`config.mk`:
```
export PLATFORM = sky130hd
export DESIGN_NAME = adc_peripheral_registers_unit
export DESIGN_NICKNAME = d
export VERILOG_FILES = /design/src/rtl/apr_pkg.sv /design/src/rtl/apr_channels.sv /design/src/rtl/apr_ctrl.sv /design/src/rtl/adc_peripheral_registers_unit.sv
export SDC_FILE = /design/constraint.sdc
export NUM_CORES = 1
export LEC_CHECK = 0
export BUFFER_PORTS_ARGS = -buffer_cell sky130_fd_sc_hd__buf_2
export CAP_MARGIN = 0
export CORE_MARGIN = 2
export CORE_UTILIZATION = 29
export CTS_BUF_LIST = sky130_fd_sc_hd__clkbuf_4
export CTS_CLUSTER_DIAMETER = 120
export DETAILED_ROUTE_END_ITERATION = 8
export SLEW_MARGIN = 20
export SYNTH_ARGS = -nofsm -noshare
export SYNTH_HDL_FRONTEND = slang
export SYNTH_SLANG_ARGS = --single-unit
```
`constraint.sdc`:
```
create_clock -name clock -period 2.65 [get_ports clock]
set_input_delay 0.265 -clock clock [delete_from_list [all_inputs] [get_ports clock]]
set_output_delay 0.265 -clock clock [all_outputs]
set_load 0.05 [all_outputs]
```
`src/rtl/apr_pkg.sv`:
```
// Shared types and constants for the converter register block.
// No dependencies; imported by apr_channels, apr_ctrl and the top level.
package apr_pkg;

   // default parameter values
   localparam int NUM_CHANNELS_DEF    = 16;
   localparam int SAMPLE_BITS_DEF     = 10;
   localparam int MAX_TICK_CYCLES_DEF = 255;

   // field widths
   localparam int ADDR_W     = 16;
   localparam int DATA_W     = 8;
   localparam int CHAN_W     = 8;
   localparam int SAMPLE_W   = 10;
   localparam int TICK_W     = 8;
   localparam int VEC_W      = 6;
   localparam int CD_W       = 11;
   localparam int CH_SEL_W   = 4;
   localparam int CSR_IDX_W  = 3;
   localparam int CSR_DATA_W = 16;
   localparam int PS_W       = 3;

   typedef enum logic [1:0] {
      ACT_WRITE  = 2'd0,
      ACT_READ   = 2'd1,
      ACT_SAMPLE = 2'd2,
      ACT_TICK   = 2'd3
   } action_type;

   // configuration register indexes
   localparam logic [CSR_IDX_W-1:0] CSR_CONTROL_ADDR = 3'd0;
   localparam logic [CSR_IDX_W-1:0] CSR_MUX_ADDR     = 3'd1;
   localparam logic [CSR_IDX_W-1:0] CSR_HIGH_ADDR    = 3'd2;
   localparam logic [CSR_IDX_W-1:0] CSR_LOW_ADDR     = 3'd3;
   localparam logic [CSR_IDX_W-1:0] CSR_IRQ_VECTOR   = 3'd4;

   // configuration reset values
   localparam logic [ADDR_W-1:0] CONTROL_ADDR_RST = 16'd122;
   localparam logic [ADDR_W-1:0] MUX_ADDR_RST     = 16'd124;
   localparam logic [ADDR_W-1:0] HIGH_ADDR_RST    = 16'd121;
   localparam logic [ADDR_W-1:0] LOW_ADDR_RST     = 16'd120;
   localparam logic [VEC_W-1:0]  IRQ_VECTOR_RST   = 6'd21;

   // control/status and select bit positions
   localparam int BIT_ENABLE = 7;
   localparam int BIT_START  = 6;
   localparam int BIT_LEFT   = 5;
   localparam int BIT_FLAG   = 4;
   localparam int BIT_IRQ_EN = 3;

   localparam logic [CD_W-1:0] CONV_CYCLES = 11'd13;

   typedef struct packed {
      logic                en;
      logic [CH_SEL_W-1:0] idx;
      logic [SAMPLE_W-1:0] data;
   } chan_wr_type;

   typedef struct packed {
      logic [DATA_W-1:0] read_data;
      logic              irq_request;
      logic [VEC_W-1:0]  irq_vector;
   } rsp_type;

endpackage

```
`src/rtl/apr_channels.sv`:
```
// Analog channel value bank: one flop row per channel, one write, one read.
// Depends on apr_pkg.
module apr_channels #(
   parameter int NUM_CHANNELS = apr_pkg::NUM_CHANNELS_DEF,
   parameter int SAMPLE_BITS  = apr_pkg::SAMPLE_BITS_DEF
) (
   input  logic                            clock,
   input  logic                            reset,
   input  apr_pkg::chan_wr_type            wr_in,
   input  logic [apr_pkg::CH_SEL_W-1:0]    rd_sel,
   output logic [SAMPLE_BITS-1:0]          rd_data
);
   import apr_pkg::*;

   localparam int IDX_W = (NUM_CHANNELS > 1) ? $clog2(NUM_CHANNELS) : 1;
   localparam logic [CH_SEL_W:0] NUM_CH = (CH_SEL_W + 1)'(NUM_CHANNELS);

   logic [SAMPLE_BITS-1:0] values_ff [NUM_CHANNELS];

   always_ff @(posedge clock) begin
      if (reset) begin
         for (int i = 0; i < NUM_CHANNELS; i++) begin
            values_ff[i] <= '0;
         end
      end else if (wr_in.en) begin
         values_ff[wr_in.idx[IDX_W-1:0]] <= wr_in.data[SAMPLE_BITS-1:0];
      end
   end

   // unpopulated channel reads zero
   assign rd_data = ({1'b0, rd_sel} < NUM_CH) ? values_ff[rd_sel[IDX_W-1:0]] : '0;

endmodule

```
`src/rtl/apr_ctrl.sv`:
```
// Register file, conversion countdown and per-request result logic.
// Depends on apr_pkg and apr_channels.
module apr_ctrl #(
   parameter int NUM_CHANNELS    = apr_pkg::NUM_CHANNELS_DEF,
   parameter int SAMPLE_BITS     = apr_pkg::SAMPLE_BITS_DEF,
   parameter int MAX_TICK_CYCLES = apr_pkg::MAX_TICK_CYCLES_DEF
) (
   input  logic                              clock,
   input  logic                              reset,
   input  logic                              fire,
   input  logic [1:0]                        action,
   input  logic [apr_pkg::ADDR_W-1:0]        bus_address,
   input  logic [apr_pkg::DATA_W-1:0]        write_data,
   input  logic [apr_pkg::CHAN_W-1:0]        channel,
   input  logic [apr_pkg::SAMPLE_W-1:0]      sample_value,
   input  logic [apr_pkg::TICK_W-1:0]        tick_cycles,
   input  logic                              interrupt_accept,
   input  logic                              csr_write_en,
   input  logic [apr_pkg::CSR_IDX_W-1:0]     csr_index,
   input  logic [apr_pkg::CSR_DATA_W-1:0]    csr_write_data,
   output apr_pkg::rsp_type                  result
);
   import apr_pkg::*;

   localparam int MAX_T_CLIP = (MAX_TICK_CYCLES < 255) ? MAX_TICK_CYCLES : 255;
   localparam logic [TICK_W-1:0] MAX_T = TICK_W'(MAX_T_CLIP);
   localparam logic [CHAN_W-1:0] NUM_CH = CHAN_W'(NUM_CHANNELS);
   localparam int LEFT_SHIFT = 16 - SAMPLE_BITS;

   // configuration
   logic [ADDR_W-1:0] control_addr_ff, mux_addr_ff, high_addr_ff, low_addr_ff;
   logic [VEC_W-1:0]  irq_vector_ff;

   // block state
   logic [DATA_W-1:0]      control_ff, control_in;
   logic [DATA_W-1:0]      mux_ff, mux_in;
   logic [CD_W-1:0]        countdown_ff, countdown_in;
   logic [SAMPLE_BITS-1:0] sample_ff, sample_in;

   chan_wr_type            chan_wr;
   logic [SAMPLE_BITS-1:0] chan_rd;
   logic [TICK_W-1:0]      cycles;
   logic [PS_W-1:0]        prescale;
   logic [15:0]            adjusted;
   logic [DATA_W-1:0]      cs_tick;

   apr_channels #(
      .NUM_CHANNELS(NUM_CHANNELS),
      .SAMPLE_BITS (SAMPLE_BITS)
   ) u_channels (
      .clock  (clock),
      .reset  (reset),
      .wr_in  (chan_wr),
      .rd_sel (mux_ff[CH_SEL_W-1:0]),
      .rd_data(chan_rd)
   );

   always_ff @(posedge clock) begin
      if (reset) begin
         control_addr_ff <= CONTROL_ADDR_RST;
         mux_addr_ff     <= MUX_ADDR_RST;
         high_addr_ff    <= HIGH_ADDR_RST;
         low_addr_ff     <= LOW_ADDR_RST;
         irq_vector_ff   <= IRQ_VECTOR_RST;
      end else if (csr_write_en) begin
         case (csr_index)
            CSR_CONTROL_ADDR: control_addr_ff <= csr_write_data[ADDR_W-1:0];
            CSR_MUX_ADDR:     mux_addr_ff     <= csr_write_data[ADDR_W-1:0];
            CSR_HIGH_ADDR:    high_addr_ff    <= csr_write_data[ADDR_W-1:0];
            CSR_LOW_ADDR:     low_addr_ff     <= csr_write_data[ADDR_W-1:0];
            CSR_IRQ_VECTOR:   irq_vector_ff   <= csr_write_data[VEC_W-1:0];
            default: ;
         endcase
      end
   end

   always_ff @(posedge clock) begin
      if (reset) begin
         control_ff   <= '0;
         mux_ff       <= '0;
         countdown_ff <= '0;
         sample_ff    <= '0;
      end else if (fire) begin
         control_ff   <= control_in;
         mux_ff       <= mux_in;
         countdown_ff <= countdown_in;
         sample_ff    <= sample_in;
      end
   end

   // zero acts as one, long ticks saturate
   always_comb begin
      cycles = (tick_cycles == '0) ? TICK_W'(1) : tick_cycles;
      if (cycles > MAX_T) begin
         cycles = MAX_T;
      end
   end

   assign prescale = (write_data[PS_W-1:0] == '0) ? PS_W'(1) : write_data[PS_W-1:0];
   assign adjusted = mux_ff[BIT_LEFT] ? (16'(sample_ff) << LEFT_SHIFT) : 16'(sample_ff);

   always_comb begin
      control_in   = control_ff;
      mux_in       = mux_ff;
      countdown_in = countdown_ff;
      sample_in    = sample_ff;
      result       = '0;
      chan_wr      = '0;
      cs_tick      = control_ff;

      case (action)
         ACT_WRITE: begin
            if (bus_address == control_addr_ff) begin
               control_in = write_data;
               control_in[BIT_START] = control_ff[BIT_START] | write_data[BIT_START];
               // flag is write-one-to-clear
               control_in[BIT_FLAG] = write_data[BIT_FLAG] ? 1'b0 : control_ff[BIT_FLAG];
               if (write_data[BIT_START] && !control_ff[BIT_START] && write_data[BIT_ENABLE]) begin
                  countdown_in = CONV_CYCLES << prescale;
               end else if (!write_data[BIT_ENABLE]) begin
                  countdown_in = '0;
               end
            end else if (bus_address == mux_addr_ff) begin
               mux_in = write_data;
            end
         end
         ACT_READ: begin
            if (bus_address == high_addr_ff) begin
               result.read_data = adjusted[15:8];
            end else if (bus_address == low_addr_ff) begin
               result.read_data = adjusted[7:0];
            end else if (bus_address == control_addr_ff) begin
               result.read_data = control_ff;
            end else if (bus_address == mux_addr_ff) begin
               result.read_data = mux_ff;
            end
         end
         ACT_SAMPLE: begin
            chan_wr.en   = fire && (channel < NUM_CH);
            chan_wr.idx  = channel[CH_SEL_W-1:0];
            chan_wr.data = sample_value;
         end
         ACT_TICK: begin
            if (control_ff[BIT_ENABLE] && control_ff[BIT_START]) begin
               if (countdown_ff < CD_W'(cycles)) begin
                  countdown_in       = '0;
                  cs_tick[BIT_START] = 1'b0;
                  cs_tick[BIT_FLAG]  = 1'b1;
                  sample_in          = chan_rd;
               end else begin
                  countdown_in = countdown_ff - CD_W'(cycles);
               end
               control_in = cs_tick;
               if (cs_tick[BIT_IRQ_EN] && cs_tick[BIT_FLAG]) begin
                  result.irq_request = 1'b1;
                  result.irq_vector  = irq_vector_ff;
                  if (interrupt_accept) begin
                     control_in[BIT_FLAG] = 1'b0;
                  end
               end
            end
         end
         default: ;
      endcase
   end

endmodule

```
`src/rtl/adc_peripheral_registers_unit.sv`:
```
// Top level of the converter register block: request handshake and response register.
// Depends on apr_pkg and apr_ctrl (which holds apr_channels).
//
// Each request is a bus write, a bus read, a channel value update or a clock
// tick, and gives exactly one response (read data, interrupt request and
// vector). A request is taken every cycle while the response register is
// free or being emptied in the same cycle; its response appears on the next
// cycle. Sustained rate is one request per clock; the only limit is the
// single response register, so req_stall follows rsp_stall while a response
// is held. All state (control/status, channel select, countdown, latched
// result and the channel value bank) updates at the edge where a request is
// taken, so back-to-back requests always see the effect of the previous one.
// The address map and interrupt vector are set through the csr_ port; write
// it only while no request is in flight.
module adc_peripheral_registers_unit #(
   parameter int NUM_CHANNELS    = apr_pkg::NUM_CHANNELS_DEF,
   parameter int SAMPLE_BITS     = apr_pkg::SAMPLE_BITS_DEF,
   parameter int MAX_TICK_CYCLES = apr_pkg::MAX_TICK_CYCLES_DEF
) (
   input  logic                              clock,
   input  logic                              reset,
   // request channel
   input  logic                              req_valid,
   output logic                              req_stall,
   input  logic [1:0]                        req_action,
   input  logic [apr_pkg::ADDR_W-1:0]        req_bus_address,
   input  logic [apr_pkg::DATA_W-1:0]        req_write_data,
   input  logic [apr_pkg::CHAN_W-1:0]        req_channel,
   input  logic [apr_pkg::SAMPLE_W-1:0]      req_sample_value,
   input  logic [apr_pkg::TICK_W-1:0]        req_tick_cycles,
   input  logic                              req_interrupt_accept,
   // response channel
   output logic                              rsp_valid,
   input  logic                              rsp_stall,
   output logic [apr_pkg::DATA_W-1:0]        rsp_read_data,
   output logic                              rsp_irq_request,
   output logic [apr_pkg::VEC_W-1:0]         rsp_irq_vector,
   // configuration
   input  logic                              csr_write_en,
   input  logic [apr_pkg::CSR_IDX_W-1:0]     csr_index,
   input  logic [apr_pkg::CSR_DATA_W-1:0]    csr_write_data
);
   import apr_pkg::*;

   logic    fire;
   logic    rsp_valid_ff, rsp_valid_in;
   rsp_type rsp_ff, rsp_result;

   // take a request unless a held response is stalled
   assign req_stall = rsp_valid_ff & rsp_stall;
   assign fire      = req_valid & ~req_stall;

   apr_ctrl #(
      .NUM_CHANNELS   (NUM_CHANNELS),
      .SAMPLE_BITS    (SAMPLE_BITS),
      .MAX_TICK_CYCLES(MAX_TICK_CYCLES)
   ) u_ctrl (
      .clock           (clock),
      .reset           (reset),
      .fire            (fire),
      .action          (req_action),
      .bus_address     (req_bus_address),
      .write_data      (req_write_data),
      .channel         (req_channel),
      .sample_value    (req_sample_value),
      .tick_cycles     (req_tick_cycles),
      .interrupt_accept(req_interrupt_accept),
      .csr_write_en    (csr_write_en),
      .csr_index       (csr_index),
      .csr_write_data  (csr_write_data),
      .result          (rsp_result)
   );

   // response held until taken; a new one loads when a request fires
   assign rsp_valid_in = fire | (rsp_valid_ff & rsp_stall);

   always_ff @(posedge clock) begin
      if (reset) begin
         rsp_valid_ff <= 1'b0;
      end else begin
         rsp_valid_ff <= rsp_valid_in;
      end
   end

   always_ff @(posedge clock) begin
      if (fire) begin
         rsp_ff <= rsp_result;
      end
   end

   assign rsp_valid       = rsp_valid_ff;
   assign rsp_read_data   = rsp_ff.read_data;
   assign rsp_irq_request = rsp_ff.irq_request;
   assign rsp_irq_vector  = rsp_ff.irq_vector;

endmodule
```
==> results_dict.tcl <==
set metrics [dict create \
    status "complete, no violations" \
    rsz0062_at_grt "false" \
    insertion_delay_ns 0.70 \
    placed_cell_area_um2 14600 \
    cp_slowest_cell "nor4_2" \
    syn_nets 1275 \
    startpoint_type "flip-flop" \
    placed_cells 1863 \
    cts_root_buffer "clkbuf_4" \
    drt_pre_antenna_iters 5 \
    critical-path-top-delay-family "simple AND/OR/NAND/NOR gates" \
    grt_pass1_wl_mm 54.2 \
    cts_max_level 3 \
    drive_gt1_frac 0.238 \
    yosys-top-cells-area "edfxtp_1 40%, dfxtp_1 17%, mux4_2 8.6%" \
    fmax_mhz 401 \
    antenna_found_initial 1 \
    path_cells "ha_1 > and2_1 > a221oi_2 > a21oi_1 > nor4_2 > buf_4 > mux2i_1 > nor2_1" \
    gp_congestion 0.855 \
    whs_ns 0.0768 \
    yosysTopAreaCell "edfxtp_1" \
    clkTransAtPathRegs_ns 0.06 \
    slowest_delay_ns 0.37 \
    cts_tree "yes" \
    yosys_warnings 0 \
    synth_common_cells "219 x nand2_1, 210 x nor2_1, 175 x edfxtp_1, 108 x dfxtp_1, 65 x clkbuf_1" \
    finClkSkew_ns 0.0522 \
    slew_headroom 0.334 \
    fin_ws_ns 0.156 \
    endpoint_kind "flip-flop" \
    cts_buffers 77 \
    yosysTopAreaCellShare 0.402 \
    slew_viol_final 0 \
    ios 94 \
    via_per_inst 4.82 \
    yosysSeqAreaShare 0.567 \
    synth_area_um2 13100 \
    start_util 0.295 \
    synth_edf_count 175 \
    drc 0 \
    p_leak_nw 5.82 \
    synthCells 1185 \
    dp_slack_ns -0.144 \
    cts.path.max_buffers 3 \
    grt_pass1_vias 9885 \
    post_cts_resized 0 \
    nFillCells 4477 \
    min_path_type "in -> reg" \
    num_rows 77 \
    place_hpwl_mm 24.1 \
    fin_area_um2 15800 \
    finalSetupViolCount 0 \
    grt_start_max_net_pins 95 \
    dieArea_um2 46800 \
    io_buffers 93 \
    wirelength_mm 35.1 \
    core_area_um2 44300 \
    min_period_ns 2.49 \
    synthToLayoutAreaGrowth_pct 20.9 \
    hold_viol 0 \
    critPathKind "reg -> reg" \
    diodes 0 \
    grt-ovfl-total 0 \
    cts.sinks 283 \
    ant_nets 0 \
    fin_nets 1468 \
    total_power_mw 9.13 \
    ys_seq_elements 283 \
    drv_cap 0 \
    die_x_um 216 \
    die_y_um 216 \
    synth.most_common_cell "nand2_1" \
    fin_crit_sh 0.941 \
    ys_async_sr_fraction 0 \
    final_util 0.357 \
    reg2reg_slack_ns 0.16 \
    required_ns 3.15 \
    routed-via-count 9775 \
    irDropWorstVdd_mv 0.229 \
    powerDensity_nw_per_um2 578 \
    arrival_ns 3.00 \
    synth_ff_type "edfxtp_1" \
    synth.distinct_cells 61 \
    path_max_fanout 10 \
    avgRoutedWirePerCell_um 17.3 \
    critPathBufInv 1 \
    syn_area_per_cell_um2 11.0 \
    gr-usage-all-layers 0.149 \
    tightest_slew_ns 0.999 \
    drtIter0Drc 754 \
    fin_cells 2026 \
    fin_setup_tns_ns 0 \
]
[worst paths after layout]
kind	end	start	cells past startpoint
setup / recovery	u_ctrl.sample_ff[3]$_SDFFE_PP0P_	u_ctrl.countdown_ff[3]$_SDFFE_PP0P_	8
hold / removal	u_ctrl.irq_vector_ff[2]$_SDFFE_PP1P_	csr_write_en	4
setup reg to reg	u_ctrl.sample_ff[3]$_SDFFE_PP0P_	u_ctrl.countdown_ff[3]$_SDFFE_PP0P_	8
hold reg to reg	u_ctrl.irq_vector_ff[5]$_SDFFE_PP0P_	u_ctrl.irq_vector_ff[5]$_SDFFE_PP0P_	2
[flip-flops by register name (all words and copies together) (netlist names), 8 cells and up]
register,cells
u_ctrl.sample_ff,10
rsp_read_data,8
u_ctrl.u_channels.values_ff,160
u_ctrl.mux_addr_ff,16
u_ctrl.mux_ff,8
u_ctrl.low_addr_ff,16
u_ctrl.control_ff,8
u_ctrl.high_addr_ff,16
u_ctrl.control_addr_ff,16
u_ctrl.countdown_ff,11
[what timing repair did]
| action | 4_1_cts | 5_1_grt |
|---|---|---|
| endpoints found under the hold margin | 87 | 0 |
| setup buffers | 0 | 0 |
| hold buffers | 28 | 0 |
[cells by family after synthesis]
group	synth area share
compound gates	0.0610
xor+xnor	0.0462
fa+ha+maj	0.0130
buf+inv	0.0302
flops	0.567
mux	0.109
simple gates	0.173
[final cells by class]
| class | instances | area (µm²) | share of cell area |
|---|---|---|---|
| Sequential cell | 283 | 7420 | 0.469 |
| Multi-Input combinational cell | 808 | 5270 | 0.334 |
| Timing Repair Buffer | 192 | 1400 | 0.0888 |
| Clock buffer | 104 | 781 | 0.0494 |
| Tap cell | 592 | 741 | 0.0469 |
| Clock inverter | 31 | 129 | 0.00815 |
| Inverter | 16 | 60.1 | 0.00380 |
[power by group]
part           total, mW  switching, mW  leakage [nW]  internal [mW]
combinational      0.669          0.413          2.52          0.255
sequential          4.80         0.0411          2.75           4.76
clock               3.66           1.83         0.550           1.83
[cells in the final DEF (no fill, tap or decap), types with 7 or more instances in the layout]
cell	netlist	routed
a211oi_1	8	8
a21oi_1	55	55
a221o_1	8	8
a31oi_1	9	9
and2_1	9	9
buf_12	0	10
buf_2	2	93
buf_4	6	61
clkbuf_4	0	104
clkinv_1	0	22
dfxtp_1	108	106
dlygate4sd3_1	0	28
edfxtp_1	175	175
ha_1	12	12
inv_1	16	16
mux2i_1	30	30
mux4_2	50	50
nand2_1	219	219
nand2b_1	10	10
nand3_1	19	19
nand3b_1	9	9
nand4_1	12	12
nor2_1	210	210
nor4_1	11	10
o21ai_0	7	7
xnor2_1	36	36
xor2_1	33	33
[routing by layer]
metal	GRT usage	vias up	wire length (µm)
met1	0.190	4713	15300
met5	0	-	13
met3	0.0358	76	2330
met2	0.243	374	16400
li1	-	4610	-
met4	0.0626	2	1100
[tightest hold or removal path, cell delays in order]
cell and delay (ns):
buf_2 0.11, nand3_1 0.21, nand2_1 0.08, nand3b_1 0.06
Note: power is estimated with default switching activity, not from simulation.
